--- config.mk ---
export PLATFORM = sky130hd
export DESIGN_NAME = id3v2_frame_extractor
export DESIGN_NICKNAME = d
export VERILOG_FILES = /design/src/hw/rtl/id3fx_pkg.sv /design/src/hw/rtl/id3fx_front.sv /design/src/hw/rtl/id3fx_queue.sv /design/src/hw/rtl/id3v2_frame_extractor.sv
export SDC_FILE = /design/constraint.sdc
export NUM_CORES = 2
export LEC_CHECK = 0
export BUFFER_PORTS_ARGS = -buffer_cell sky130_fd_sc_hd__buf_2
export CAP_MARGIN = 20
export CORE_MARGIN = 2
export CORE_UTILIZATION = 30
export CTS_BUF_LIST = sky130_fd_sc_hd__clkbuf_8
export CTS_CLUSTER_SIZE = 14
export DETAILED_ROUTE_END_ITERATION = 6
export GPL_TIMING_DRIVEN = 0
export SETUP_SLACK_MARGIN = 0.3
export SLEW_MARGIN = 25
export SYNTH_ARGS = -nofsm -noshare
export SYNTH_HDL_FRONTEND = slang
export SYNTH_SLANG_ARGS = --single-unit
--- constraint.sdc ---
create_clock -name clock -period 22.6 [get_ports clock]
set_clock_uncertainty 0.2 [all_clocks]
set_input_delay 1.13 -clock clock [delete_from_list [all_inputs] [get_ports clock]]
set_output_delay 1.13 -clock clock [all_outputs]
set_load 0.01 [all_outputs]
--- src/hw/rtl/id3fx_pkg.sv ---
// shared types and constants of the id3v2 frame extractor
`default_nettype none

package id3fx_pkg;

   // parser phases
   typedef enum logic [2:0] {
      PH_FILEHDR      = 3'd0,
      PH_FRAMEHDR     = 3'd1,
      PH_BODY_PENDING = 3'd2,
      PH_BODY         = 3'd3,
      PH_HALT         = 3'd4
   } phase_type;

   // content decoding chosen by the encoding byte
   typedef enum logic [1:0] {
      TM_LATIN = 2'd0,
      TM_WIDE  = 2'd1,
      TM_RAW   = 2'd2
   } tmode_type;

   // result kinds
   typedef enum logic [1:0] {
      KIND_HEADER  = 2'd0,
      KIND_CONTENT = 2'd1,
      KIND_END     = 2'd2,
      KIND_VERSION = 2'd3
   } kind_type;

   // configuration register indexes
   localparam logic CSR_TARGET_ID  = 1'b0;
   localparam logic CSR_REPORT_ALL = 1'b1;

   localparam logic [7:0]  ID3_VERSION     = 8'd3;
   localparam logic [7:0]  ENC_LATIN       = 8'd0;
   localparam logic [7:0]  ENC_WIDE        = 8'd1;
   localparam logic [7:0]  BOM_BYTE        = 8'd101;
   localparam logic [3:0]  SKIP_SHORT      = 4'd3;
   localparam logic [3:0]  SKIP_LONG       = 4'd10;
   localparam logic [31:0] HDR_LAST_BYTE   = 32'd9;
   localparam logic [31:0] FRAME_SHIFT_LEN = 32'd8;
   localparam logic [28:0] POS_MAX         = 29'h1FFF_FFFF;

   // result queue geometry
   localparam int QUEUE_DEPTH = 4;
   localparam int QPTR_W      = $clog2(QUEUE_DEPTH);
   localparam int QCNT_W      = $clog2(QUEUE_DEPTH + 1);

   typedef struct packed {
      kind_type    kind;
      logic [31:0] frame_ident;
      logic [31:0] frame_length;
      logic [7:0]  data_out;
      logic        last;
      logic        found;
   } rec_type;

   // up to two results produced by one byte
   typedef struct packed {
      logic [1:0] count;
      rec_type    first;
      rec_type    second;
   } push_type;

   localparam rec_type REC_ZERO = '{kind: KIND_HEADER, frame_ident: 32'd0,
                                    frame_length: 32'd0, data_out: 8'd0,
                                    last: 1'b0, found: 1'b0};

   // synchsafe size: seven bits from each byte
   function automatic logic [27:0] synchsafe(input logic [31:0] s);
      synchsafe = {s[30:24], s[22:16], s[14:8], s[6:0]};
   endfunction

endpackage

`default_nettype wire

--- src/hw/rtl/id3fx_front.sv ---
// byte parser: classifies each byte and produces its results
`default_nettype none

module id3fx_front (
   input  wire logic              clock,
   input  wire logic              reset,
   input  wire logic              accept,
   input  wire logic [7:0]        data_byte,
   input  wire logic              file_start,
   input  wire logic [31:0]       target_id,
   input  wire logic              report_all,
   output id3fx_pkg::push_type    push
);
   import id3fx_pkg::*;

   phase_type   phase_ff, phase_in;
   logic [28:0] tag_position_ff, tag_position_in;
   logic [27:0] tag_length_ff, tag_length_in;
   logic [63:0] header_shift_ff, header_shift_in;
   logic [31:0] content_count_ff, content_count_in;
   tmode_type   text_mode_ff, text_mode_in;
   logic [3:0]  skip_offset_ff, skip_offset_in;
   logic        frame_selected_ff, frame_selected_in;
   logic        seen_flag_ff, seen_flag_in;

   // state seen by this byte, after a new-file clear
   phase_type   cur_phase;
   logic [28:0] cur_pos;
   logic [27:0] cur_len;
   logic [63:0] cur_shift;
   logic [31:0] cur_cc;
   tmode_type   cur_tm;
   logic [3:0]  cur_so;
   logic        cur_sel;
   logic        cur_seen;

   logic [63:0] shifted;
   logic [31:0] ident;
   logic [31:0] flen;
   tmode_type   tm_eff;
   logic [3:0]  so_eff;
   logic [32:0] c_plus1;
   logic [32:0] c_plus2;
   logic [31:0] wide_end;
   logic        emit;
   logic        last_byte;
   logic        frame_done;
   logic        pending;
   logic        sel_now;
   rec_type     hdr_rec;
   rec_type     body_rec;
   rec_type     end_rec;
   push_type    push_c;

   always_comb begin
      if (file_start) begin
         cur_phase = PH_FILEHDR;
         cur_pos   = '0;
         cur_len   = '0;
         cur_shift = '0;
         cur_cc    = '0;
         cur_tm    = TM_LATIN;
         cur_so    = '0;
         cur_sel   = 1'b0;
         cur_seen  = 1'b0;
      end else begin
         cur_phase = phase_ff;
         cur_pos   = tag_position_ff;
         cur_len   = tag_length_ff;
         cur_shift = header_shift_ff;
         cur_cc    = content_count_ff;
         cur_tm    = text_mode_ff;
         cur_so    = skip_offset_ff;
         cur_sel   = frame_selected_ff;
         cur_seen  = seen_flag_ff;
      end
   end

   // content decode
   always_comb begin
      shifted = {cur_shift[55:0], data_byte};
      ident   = cur_shift[63:32];
      flen    = cur_shift[31:0];

      if (cur_cc == 32'd0) begin
         if (data_byte == ENC_WIDE) begin
            tm_eff = TM_WIDE;
         end else if (data_byte == ENC_LATIN) begin
            tm_eff = TM_LATIN;
         end else begin
            tm_eff = TM_RAW;
         end
         so_eff = SKIP_SHORT;
      end else begin
         tm_eff = cur_tm;
         if (cur_cc == 32'd1 && cur_tm == TM_WIDE && data_byte == BOM_BYTE) begin
            so_eff = SKIP_LONG;
         end else begin
            so_eff = cur_so;
         end
      end

      c_plus1  = {1'b0, cur_cc} + 33'd1;
      c_plus2  = {1'b0, cur_cc} + 33'd2;
      // every other byte from the offset, stopping on a whole pair
      wide_end = flen - {31'd0, flen[0] ^ so_eff[0]};

      case (tm_eff)
         TM_LATIN: begin
            emit      = (cur_cc != 32'd0) && (c_plus2 <= {1'b0, flen});
            last_byte = (c_plus2 == {1'b0, flen});
         end
         TM_WIDE: begin
            emit      = ({1'b0, flen} >= ({29'd0, so_eff} + 33'd2)) &&
                        (cur_cc >= {28'd0, so_eff}) &&
                        (cur_cc[0] == so_eff[0]) &&
                        (cur_cc < wide_end);
            last_byte = emit && (cur_cc == wide_end - 32'd2);
         end
         default: begin
            emit      = 1'b1;
            last_byte = (c_plus1 == {1'b0, flen});
         end
      endcase

      frame_done = (c_plus1 >= {1'b0, flen});
   end

   always_comb begin
      hdr_rec              = REC_ZERO;
      hdr_rec.frame_ident  = ident;
      hdr_rec.frame_length = flen;
      body_rec             = hdr_rec;
      body_rec.kind        = KIND_CONTENT;
      body_rec.data_out    = data_byte;
      body_rec.last        = last_byte;
      end_rec              = REC_ZERO;
      end_rec.kind         = KIND_END;
      end_rec.found        = cur_seen;

      phase_in          = cur_phase;
      tag_position_in   = cur_pos;
      tag_length_in     = cur_len;
      header_shift_in   = cur_shift;
      content_count_in  = cur_cc;
      text_mode_in      = cur_tm;
      skip_offset_in    = cur_so;
      frame_selected_in = cur_sel;
      seen_flag_in      = cur_seen;
      push_c            = '{count: 2'd0, first: REC_ZERO, second: REC_ZERO};
      pending           = 1'b0;
      sel_now           = 1'b0;

      unique case (cur_phase)
         PH_FILEHDR: begin
            header_shift_in = shifted;
            if (cur_cc < HDR_LAST_BYTE) begin
               content_count_in = cur_cc + 32'd1;
            end else begin
               content_count_in = '0;
               if (shifted[55:48] != ID3_VERSION) begin
                  push_c.count      = 2'd1;
                  push_c.first      = REC_ZERO;
                  push_c.first.kind = KIND_VERSION;
                  phase_in          = PH_HALT;
               end else begin
                  tag_length_in   = synchsafe(shifted[31:0]);
                  tag_position_in = '0;
                  header_shift_in = '0;
                  phase_in        = PH_FRAMEHDR;
               end
            end
         end
         PH_FRAMEHDR: begin
            if (cur_cc == 32'd0 &&
                ((cur_pos >= {1'b0, cur_len}) || (!report_all && cur_seen))) begin
               push_c.count = 2'd1;
               push_c.first = end_rec;
               phase_in     = PH_HALT;
            end else begin
               if (cur_pos != POS_MAX) begin
                  tag_position_in = cur_pos + 29'd1;
               end
               if (cur_cc < FRAME_SHIFT_LEN) begin
                  header_shift_in = shifted;
               end
               if (cur_cc < HDR_LAST_BYTE) begin
                  content_count_in = cur_cc + 32'd1;
               end else begin
                  content_count_in = '0;
                  if (flen == 32'd0) begin
                     push_c.count = 2'd1;
                     push_c.first = end_rec;
                     phase_in     = PH_HALT;
                  end else begin
                     sel_now           = report_all || (ident == target_id);
                     frame_selected_in = sel_now;
                     seen_flag_in      = cur_seen | sel_now;
                     phase_in          = sel_now ? PH_BODY_PENDING : PH_BODY;
                  end
               end
            end
         end
         PH_BODY_PENDING, PH_BODY: begin
            if (cur_pos != POS_MAX) begin
               tag_position_in = cur_pos + 29'd1;
            end
            text_mode_in   = tm_eff;
            skip_offset_in = so_eff;
            pending        = (cur_phase == PH_BODY_PENDING);
            if (emit && cur_sel) begin
               if (pending) begin
                  push_c.count  = 2'd2;
                  push_c.first  = hdr_rec;
                  push_c.second = body_rec;
                  pending       = 1'b0;
               end else begin
                  push_c.count = 2'd1;
                  push_c.first = body_rec;
               end
               phase_in = PH_BODY;
            end
            if (frame_done) begin
               // a selected frame with nothing to show still reports its header
               if (pending && cur_sel) begin
                  push_c.count      = 2'd1;
                  push_c.first      = hdr_rec;
                  push_c.first.last = 1'b1;
               end
               phase_in         = PH_FRAMEHDR;
               content_count_in = '0;
               header_shift_in  = '0;
            end else begin
               content_count_in = cur_cc + 32'd1;
            end
         end
         default: begin
            phase_in = PH_HALT;
         end
      endcase

      if (!accept) begin
         push_c.count = 2'd0;
      end
   end

   always_ff @(posedge clock) begin
      if (reset) begin
         phase_ff          <= PH_FILEHDR;
         tag_position_ff   <= '0;
         tag_length_ff     <= '0;
         header_shift_ff   <= '0;
         content_count_ff  <= '0;
         text_mode_ff      <= TM_LATIN;
         skip_offset_ff    <= '0;
         frame_selected_ff <= 1'b0;
         seen_flag_ff      <= 1'b0;
      end else if (accept) begin
         phase_ff          <= phase_in;
         tag_position_ff   <= tag_position_in;
         tag_length_ff     <= tag_length_in;
         header_shift_ff   <= header_shift_in;
         content_count_ff  <= content_count_in;
         text_mode_ff      <= text_mode_in;
         skip_offset_ff    <= skip_offset_in;
         frame_selected_ff <= frame_selected_in;
         seen_flag_ff      <= seen_flag_in;
      end
   end

   assign push = push_c;

`ifndef SYNTHESIS
   a_halt_silent: assert property (@(posedge clock) disable iff (reset)
      (accept && !file_start && phase_ff == PH_HALT) |-> (push.count == 2'd0))
      else $error("halted parser produced a result");

   a_hdr_count: assert property (@(posedge clock) disable iff (reset)
      (phase_ff == PH_FILEHDR) |-> (content_count_ff <= HDR_LAST_BYTE))
      else $error("file header byte count out of range");
`endif

endmodule

`default_nettype wire

--- src/hw/rtl/id3fx_queue.sv ---
// result queue with two-entry push and a registered output stage
`default_nettype none

module id3fx_queue (
   input  wire logic              clock,
   input  wire logic              reset,
   input  wire id3fx_pkg::push_type push,
   output logic                   full,
   output logic                   out_valid,
   input  wire logic              out_stall,
   output id3fx_pkg::rec_type     out_rec
);
   import id3fx_pkg::*;

   rec_type             entry_ff [QUEUE_DEPTH];
   logic [QPTR_W-1:0]   wr_ptr_ff, wr_ptr_in;
   logic [QPTR_W-1:0]   rd_ptr_ff, rd_ptr_in;
   logic [QCNT_W-1:0]   count_ff, count_in;
   logic                out_valid_ff, out_valid_in;
   rec_type             out_rec_ff;
   logic                pop;
   logic [QPTR_W-1:0]   wr_next;

   assign wr_next = wr_ptr_ff + QPTR_W'(1);
   assign pop     = (count_ff != '0) && (!out_valid_ff || !out_stall);
   // room for two results must be there before a byte is taken
   assign full    = (count_ff > QCNT_W'(QUEUE_DEPTH - 2));

   always_comb begin
      wr_ptr_in    = wr_ptr_ff + QPTR_W'(push.count);
      rd_ptr_in    = pop ? rd_ptr_ff + QPTR_W'(1) : rd_ptr_ff;
      count_in     = count_ff + QCNT_W'(push.count) - QCNT_W'(pop);
      if (pop) begin
         out_valid_in = 1'b1;
      end else if (out_valid_ff && !out_stall) begin
         out_valid_in = 1'b0;
      end else begin
         out_valid_in = out_valid_ff;
      end
   end

   always_ff @(posedge clock) begin
      if (reset) begin
         wr_ptr_ff    <= '0;
         rd_ptr_ff    <= '0;
         count_ff     <= '0;
         out_valid_ff <= 1'b0;
      end else begin
         wr_ptr_ff    <= wr_ptr_in;
         rd_ptr_ff    <= rd_ptr_in;
         count_ff     <= count_in;
         out_valid_ff <= out_valid_in;
      end
   end

   always_ff @(posedge clock) begin
      if (push.count != 2'd0) begin
         entry_ff[wr_ptr_ff] <= push.first;
      end
      if (push.count == 2'd2) begin
         entry_ff[wr_next] <= push.second;
      end
      if (pop) begin
         out_rec_ff <= entry_ff[rd_ptr_ff];
      end
   end

   assign out_valid = out_valid_ff;
   assign out_rec   = out_rec_ff;

`ifndef SYNTHESIS
   a_no_overflow: assert property (@(posedge clock) disable iff (reset)
      count_ff <= QCNT_W'(QUEUE_DEPTH))
      else $error("result queue overflow");

   a_refill: assert property (@(posedge clock) disable iff (reset)
      (count_ff != '0 && !out_valid_ff) |=> out_valid_ff)
      else $error("queued result not moved to the output stage");
`endif

endmodule

`default_nettype wire

--- src/hw/rtl/id3v2_frame_extractor.sv ---
// top level of the id3v2.3 tag frame extractor
`default_nettype none

// Parses the ID3v2.3 tag at the start of a byte stream, one byte per
// transaction, and reports frame headers, decoded content bytes, an end of
// tag status or a version error. A byte is taken in every cycle while
// req_stall is low: the front parser classifies it combinationally and hands
// its zero, one or two results to a four-entry queue, and the back end
// drains that queue one result per cycle while rsp_stall is low, through a
// registered output. The only byte that makes two results is the first shown
// content byte of a frame, so sustained throughput is one byte per cycle;
// req_stall rises once the queue holds more than two results, which only
// happens while the result side stalls. req_file_start marks the first byte
// of a file and clears the parser before that byte is used. The user must
// write target_id and report_all through the csr_ port while the block is
// idle; the block itself does not enforce this.
module id3v2_frame_extractor (
   input  wire logic        clock,
   input  wire logic        reset,
   // byte input
   input  wire logic        req_valid,
   output logic             req_stall,
   input  wire logic [7:0]  req_data_byte,
   input  wire logic        req_file_start,
   // results
   output logic             rsp_valid,
   input  wire logic        rsp_stall,
   output logic [1:0]       rsp_kind,
   output logic [31:0]      rsp_frame_ident,
   output logic [31:0]      rsp_frame_length,
   output logic [7:0]       rsp_data_out,
   output logic             rsp_last,
   output logic             rsp_found,
   // configuration
   input  wire logic        csr_write,
   input  wire logic        csr_index,
   input  wire logic [31:0] csr_data
);
   import id3fx_pkg::*;

   logic [31:0] target_id_ff;
   logic        report_all_ff;
   logic        accept;
   logic        queue_full;
   push_type    push;
   rec_type     out_rec;

   // configuration registers
   always_ff @(posedge clock) begin
      if (reset) begin
         target_id_ff  <= '0;
         report_all_ff <= 1'b1;
      end else if (csr_write) begin
         unique case (csr_index)
            CSR_TARGET_ID:  target_id_ff  <= csr_data;
            CSR_REPORT_ALL: report_all_ff <= csr_data[0];
            default: ;
         endcase
      end
   end

   // a byte transaction completes when the queue has room for two results
   assign req_stall = queue_full;
   assign accept    = req_valid && !queue_full;

   id3fx_front u_front (
      .clock      (clock),
      .reset      (reset),
      .accept     (accept),
      .data_byte  (req_data_byte),
      .file_start (req_file_start),
      .target_id  (target_id_ff),
      .report_all (report_all_ff),
      .push       (push)
   );

   id3fx_queue u_queue (
      .clock     (clock),
      .reset     (reset),
      .push      (push),
      .full      (queue_full),
      .out_valid (rsp_valid),
      .out_stall (rsp_stall),
      .out_rec   (out_rec)
   );

   // result fields
   assign rsp_kind         = out_rec.kind;
   assign rsp_frame_ident  = out_rec.frame_ident;
   assign rsp_frame_length = out_rec.frame_length;
   assign rsp_data_out     = out_rec.data_out;
   assign rsp_last         = out_rec.last;
   assign rsp_found        = out_rec.found;

endmodule

`default_nettype wire
### After elaboration in Yosys (flattened, before gate mapping)

Memory sizes are Yosys's and may differ from the RTL's. A register that Yosys moved wholly into a read port is not among the register bits.
Cells that the tools add are included.

| storage, ports and cells | value |
|---|---|
| register bits | 205 |
| RAM bits | 304 |
| input bits | 47 |
| output and inout port bits | 78 |
| word-level logic and storage cells | 163 |
| memories | 1 |

Memories:

| memory | depth | bits a word | read ports | clocked after memory_dff | wr ports | RTL line | RTL |
|---|---|---|---|---|---|---|---|
| u_queue.entry_ff | 4 | 76 | 1 | 1 | 2 | id3fx_queue.sv:15 | `rec_type entry_ff [QUEUE_DEPTH];` |

| operators by class | value |
|---|---|
| add/subtract/negate cells | 12 |
| order comparisons | 9 |
| equal/unequal tests | 16 |
| muxes and demuxes | 74 |
| bitwise gates (word level) | 3 |
| reductions and logical operators | 33 |

Operators with widths:

| cell | number |
|---|---|
| $mux 78 | 6 |
| $mux 64 | 6 |
| $pmux 78 s3 | 1 |
| $pmux 64 s3 | 1 |
| $mux 154 | 1 |
| $mux 77 | 2 |
| $mux 29 | 5 |
| $mux 32 | 4 |
| $mux 28 | 4 |
| $pmux 32 s3 | 1 |
| $pmux 29 s3 | 1 |
| $mux 76 | 1 |
| $mux 75 | 1 |
| $eq 33x32->1 | 2 |
| $eq 32x32->1 | 2 |
| $logic_not 32->1 | 2 |
| $lt 32x4->1 const B | 2 |
| $add 32x1->33 const B | 1 |
| $add 32x2->33 const B | 1 |
| $ge 32x33->1 | 1 |
| $ge 33x32->1 | 1 |
| $le 33x32->1 | 1 |
| $add 32x1->32 const B | 1 |
| $eq 32x1->1 const B | 1 |
| 41 further kinds | 98 |

### Depth between registers and ports, before layout

| logic depth | value |
|---|---|
| depth after elaboration | 23 |
| depth in mapped cells | 41 |
| gate-level depth less buffers | 31 |

### Cells and area by module

A second synthesis with hierarchy kept.

| second synthesis, totals | value |
|---|---|
| cell total of the unflattened synthesis | 3100 |
| area total of the unflattened synthesis | 35308.9 sq um |

By module, submodules not included:

| module | times used | cells an instance | area each (sq um) | sequential area each (sq um) |
|---|---|---|---|---|
| id3fx_queue | 1 | 868 | 17760.8 | 11571.1 |
| id3fx_front | 1 | 2083 | 15890.2 | 3283.1 |
| id3v2_frame_extractor | 1 | 149 | 1657.8 | 660.6 |

### Worst setup path after synthesis

Ideal clock, no wire load.

| path | value |
|---|---|
| path kind | input-to-reg |
| from | input req_file_start |
| to | memory u_queue.entry_ff[1][10] (netlist bit), enable pin |
| arrival | 10.395 ns |
| setup slack | 11.571 ns |
| stages | 35 |
| path through | buf_2 -> buf_4 -> buf_2 -> clkbuf_1 -> buf_2 -> buf_1 -> clkbuf_1 -> clkbuf_1 -> clkbuf_1 -> clkbuf_1 -> nor2b_1 -> inv_1 -> ha_1 -> nand2_1 -> o31a_1 -> clkbuf_1 -> nand2b_1 -> ha_1 -> ha_1 -> clkbuf_1 -> clkbuf_1 -> o21ai_0 -> nor4_1 -> o21ai_1 -> ha_1 -> a2111oi_0 -> o31a_1 -> o21ai_0 -> or4_1 -> a221oi_1 -> o21bai_1 -> and2_0 -> clkbuf_1 -> o21ai_0 -> nand2_1 |

RTL lines:

| what | RTL line | RTL |
|---|---|---|
| start: declaration | id3v2_frame_extractor.sv:24 | `input wire logic req_file_start,` |
| end: declaration | id3fx_queue.sv:15 |  |

==> impl_metrics.csv <==
group,metric,value,unit
power_and_ir_drop,p_sw_share,33.56,%
die,fp.coreArea,105600,sq um
timing,finalHoldViolCount,0,
timing,worstMarginPinSlew,1.184,ns
timing,rsz0062_at_grt,"false",
power_and_ir_drop,p_int,2118,uW
synth,ys_seq_elements,585,
route,wl_met2,52140,um
cts,cts_tree,"done",
cts,cts_resized,0,
cts,post_cts_buffers,0,
power_and_ir_drop,ir_worst_vdd,44.36,uV
synth,synth_top_area_share,34.85,%
route,wl,110800,um
cells_and_area,seq_area,15430,sq um
synth,yosysSeqAreaShare,48.16,%
cells_and_area,multi_input_area,15460,sq um
cts,clkTransAtPathRegs,0.06,ns
cells_and_area,drive_above_1_share,11.85,%
timing,period_needed,15.72,ns
cells_and_area,nFillCells,10620,
global_routing,grt_max_degree,42,
power_and_ir_drop,pwr-share-seq,40.8,%
synth,synth_cell_type_count,90,
critical_path,worstSetupPathType,"in2reg",
synth,synth_cells,3094,
synth,synth_edf_count,372,
global_routing,grt_overflow,0,
global_routing,grt_first_pass_wirelength,162200,um
route,initialDrtViolationCount,2579,
cts,cts_max_level,3,
critical_path,cp-startpoint,"req_file_start",
cells_and_area,final_nets,3528,
die,fp-row-count,119,
power_and_ir_drop,netSwitchingPower,1069,uW
cts,root_buffer,"clkbuf_8",
synth,yosys_most_used_dff,"edfxtp_1",
die,io_pins,125,
die,dieArea,109500,sq um
timing,slew_violations,0,
synth,yosysWarningCount,0,
die,die_y,330.9,um
min_path,holdCritPathClass,"reg2reg",
route,dr.pass1.iters,7,
cells_and_area,fin_util,34.78,%
synth,synth_nets,3289,
cells_and_area,area_delta_synth_final,14.55,%
critical_path,cp_max_fo,10,
synth,synthArstFlopShare,0,%
cts,clk_latency,0.76,ns
die,initial_utilization,30.36,%
route,detail-route-antenna-nets,0,
route,via_per_inst,5.394,
critical_path,start_kind,"input port",
critical_path,cp_common_cell,"clkbuf_1",
critical_path,reg2reg_from,"u_front.content_count_ff[0]",
route,drc,0,
synth,synth_area_leaders,"edfxtp_1, dfxtp_1, nor2b_1",
power_and_ir_drop,leakagePower,0.01318,uW
cts,postCtsHoldBufs,0,
cts,cts_max_path_buffers,3,
cells_and_area,final_cell_count_no_fill,4809,
placed_design,dp_cells,4620,
synth,synth_area,32050,sq um
timing,min_period_over_period,69.55,%
outcome,status,"complete, no violations",
synth,netlist.top_cell.by_area,"edfxtp_1",
critical_path,cp_slowest_cell,"buf_1",
critical_path,r2r_cells,29,
cts,clock_sinks,585,
power_and_ir_drop,pwr-share-clk,30.0,%
placed_design,portBuffers,122,
timing,finalSetupViolations,0,
route,wl_per_cell,23.03,um
route,routed.top_layer,"met4",
power_and_ir_drop,combPwrFrac,29.2,%
cts,numCtsBuffers,102,
critical_path,reg2reg_slack,12.44,ns
timing,relSlewSlack,21.09,%
critical_path,cp.required,22.85,ns
route,met1_length,47000,um
synth,avgSynthCellArea,10.36,sq um
job,cap_violations,0,
critical_path,r2r_end,"u_queue.entry_ff[1][37]",
global_routing,grt_pass1_vias,24960,
placed_design,finalWeightedCongestion,0.9459,
critical_path,max_stage_delay,0.92,ns
route,route.met3.wl,8162,um
critical_path,crit_arrival,15.97,ns
global_routing,grt_usage,19.78,%
placed_design,dp_hpwl,81630,um
timing,finalSetupTns,0,ns
global_routing,antenna_found_initial,3,
route,vias,25940,
die,die_w,330.9,um
critical_path,critPathCaptureType,"register",
timing,max_freq,0.06362,GHz
power_and_ir_drop,cellPowerDensity,86.81,nW/um^2
critical_path,endpoint,"u_queue.entry_ff[2][73]",
[final cells by class]
type | instances | share of cell area (%)
multi-input combinational | 2196 | 42.11
sequential | 585 | 42.04
tap | 1391 | 4.740
clock buffer | 110 | 4.123
timing repair buffer | 135 | 2.416
buffer | 210 | 2.266
clock inverter | 78 | 1.240
inverter | 103 | 1.053
antenna | 1 | 0.006816
[cells in the final DEF (no fill, tap or decap), types with 42 or more instances in the layout]
cell type,count
a21o_1,45
a21oi_1,135
a22oi_1,96
and2_1,49
buf_2,130
clkbuf_1,171
clkbuf_8,110
dfxtp_1,213
edfxtp_1,372
ha_1,147
inv_1,148
mux4_2,76
nand2_1,222
nand3_1,64
nand4_1,58
nor2_1,273
nor2b_1,322
nor3_1,48
nor4_1,42
o21ai_0,97
xnor2_1,88
[worst max-delay path: cells and delay by family]
family,cells,cell delay (ns)
adders and majority gates,4,1.20
buffers and inverters,18,8.32
AOI/OAI and AO/OA,6,1.53
muxes,1,0.43
and+or+nand+nor,12,3.25
[layer usage]
| metal | GRT usage, % | up-vias |
|---|---|---|
| met4 | 6.640 | 0 |
| met1 | 26.36 | 12790 |
| met2 | 32.88 | 1110 |
| met5 | 0 | - |
| met3 | 2.851 | 200 |
| li1 | - | 11840 |
[cells by family after synthesis]
group / after synthesis / share of synthesized area [%]
buffers and inverters: 313 / 3.783
XOR/XNOR: 122 / 3.334
flip-flops: 585 / 48.16
AO/OA/AOI/OAI: 589 / 12.44
AND/OR/NAND/NOR: 1248 / 20.73
adder cells (fa/ha/maj): 148 / 5.801
multiplexers: 89 / 5.754
[power by group through the flow]
| stage | Sequential, uW | Combinational [uW] | Clock [uW] |
|---|---|---|---|
| CTS | 1300 | 929 | 974 |
| finish | 1300 | 931 | 956 |
| global placement | 1340 | 889 | 0 |
| detailed placement | 1320 | 927 | 0 |
| global route | 1310 | 995 | 1020 |
| floorplan | 1360 | 534 | 0 |
[per-stage QoR]
stage | worst slack (ns) | hold WS [ns] | power [uW] | instance area, sq um
final | 6.883 | 0.2651 | 3187 | 36720
after global routing | 6.734 | 0.2909 | 3320 | 36720
after CTS | 7.328 | 0.2673 | 3205 | 36710
after detailed placement | 6.562 | 0.2570 | 2249 | 34740
after global placement | 3.598 | 0.2445 | 2230 | 34400
after floorplan | 11.57 | 0.2320 | 1894 | 32050
[state kept, by name, indices dropped and copies added (netlist names)]
signal and count:
report_all_ff 1, target_id_ff 32, u_queue.rd_ptr_ff 2, u_front.text_mode_ff 2, u_queue.out_valid 1, u_front.header_shift_ff 64, u_queue.count_ff 3, u_front.content_count_ff 32
u_front.frame_selected_ff 1, u_front.skip_offset_ff 4, u_front.tag_length_ff 28, u_front.seen_flag_ff 1, u_queue.out_rec 76, u_front.tag_position_ff 29, u_queue.entry_ff 304, u_front.phase_ff 3
u_queue.wr_ptr_ff 2
[synthesized netlist by cell type (13+ instances only)]
cell,n
a21o_1,45
a21oi_1,139
a22o_1,30
a22oi_1,96
a31oi_1,28
and2_1,49
and3_1,31
buf_1,22
clkbuf_1,175
dfxtp_1,213
edfxtp_1,372
ha_1,147
inv_1,102
mux4_2,76
nand2_1,226
nand3_1,64
nand4_1,58
nor2_1,273
nor2b_1,322
nor3_1,49
nor4_1,42
o21ai_0,97
o32ai_1,17
or2_2,17
or3_1,22
or4_1,13
xnor2_1,88
xor2_1,34
[worst min path at each step]
| stage | from | endpoint | slack, ns | cells past startpoint |
|---|---|---|---|---|
| finish | target_id_ff[20] | target_id_ff[20] | 0.27 | 2 |
| global route | u_front.skip_offset_ff[2] | u_front.skip_offset_ff[2] | 0.29 | 1 |
| CTS | u_queue.entry_ff[1][75] | u_queue.entry_ff[1][75] | 0.27 | 2 |
| detailed placement | u_queue.entry_ff[2][75] | u_queue.entry_ff[2][75] | 0.26 | 1 |
| global placement | u_queue.entry_ff[1][75] | u_queue.entry_ff[1][75] | 0.24 | 2 |
| floorplan | u_queue.entry_ff[3][75] | u_queue.entry_ff[3][75] | 0.23 | 2 |
(Power assumes the default switching activity.)
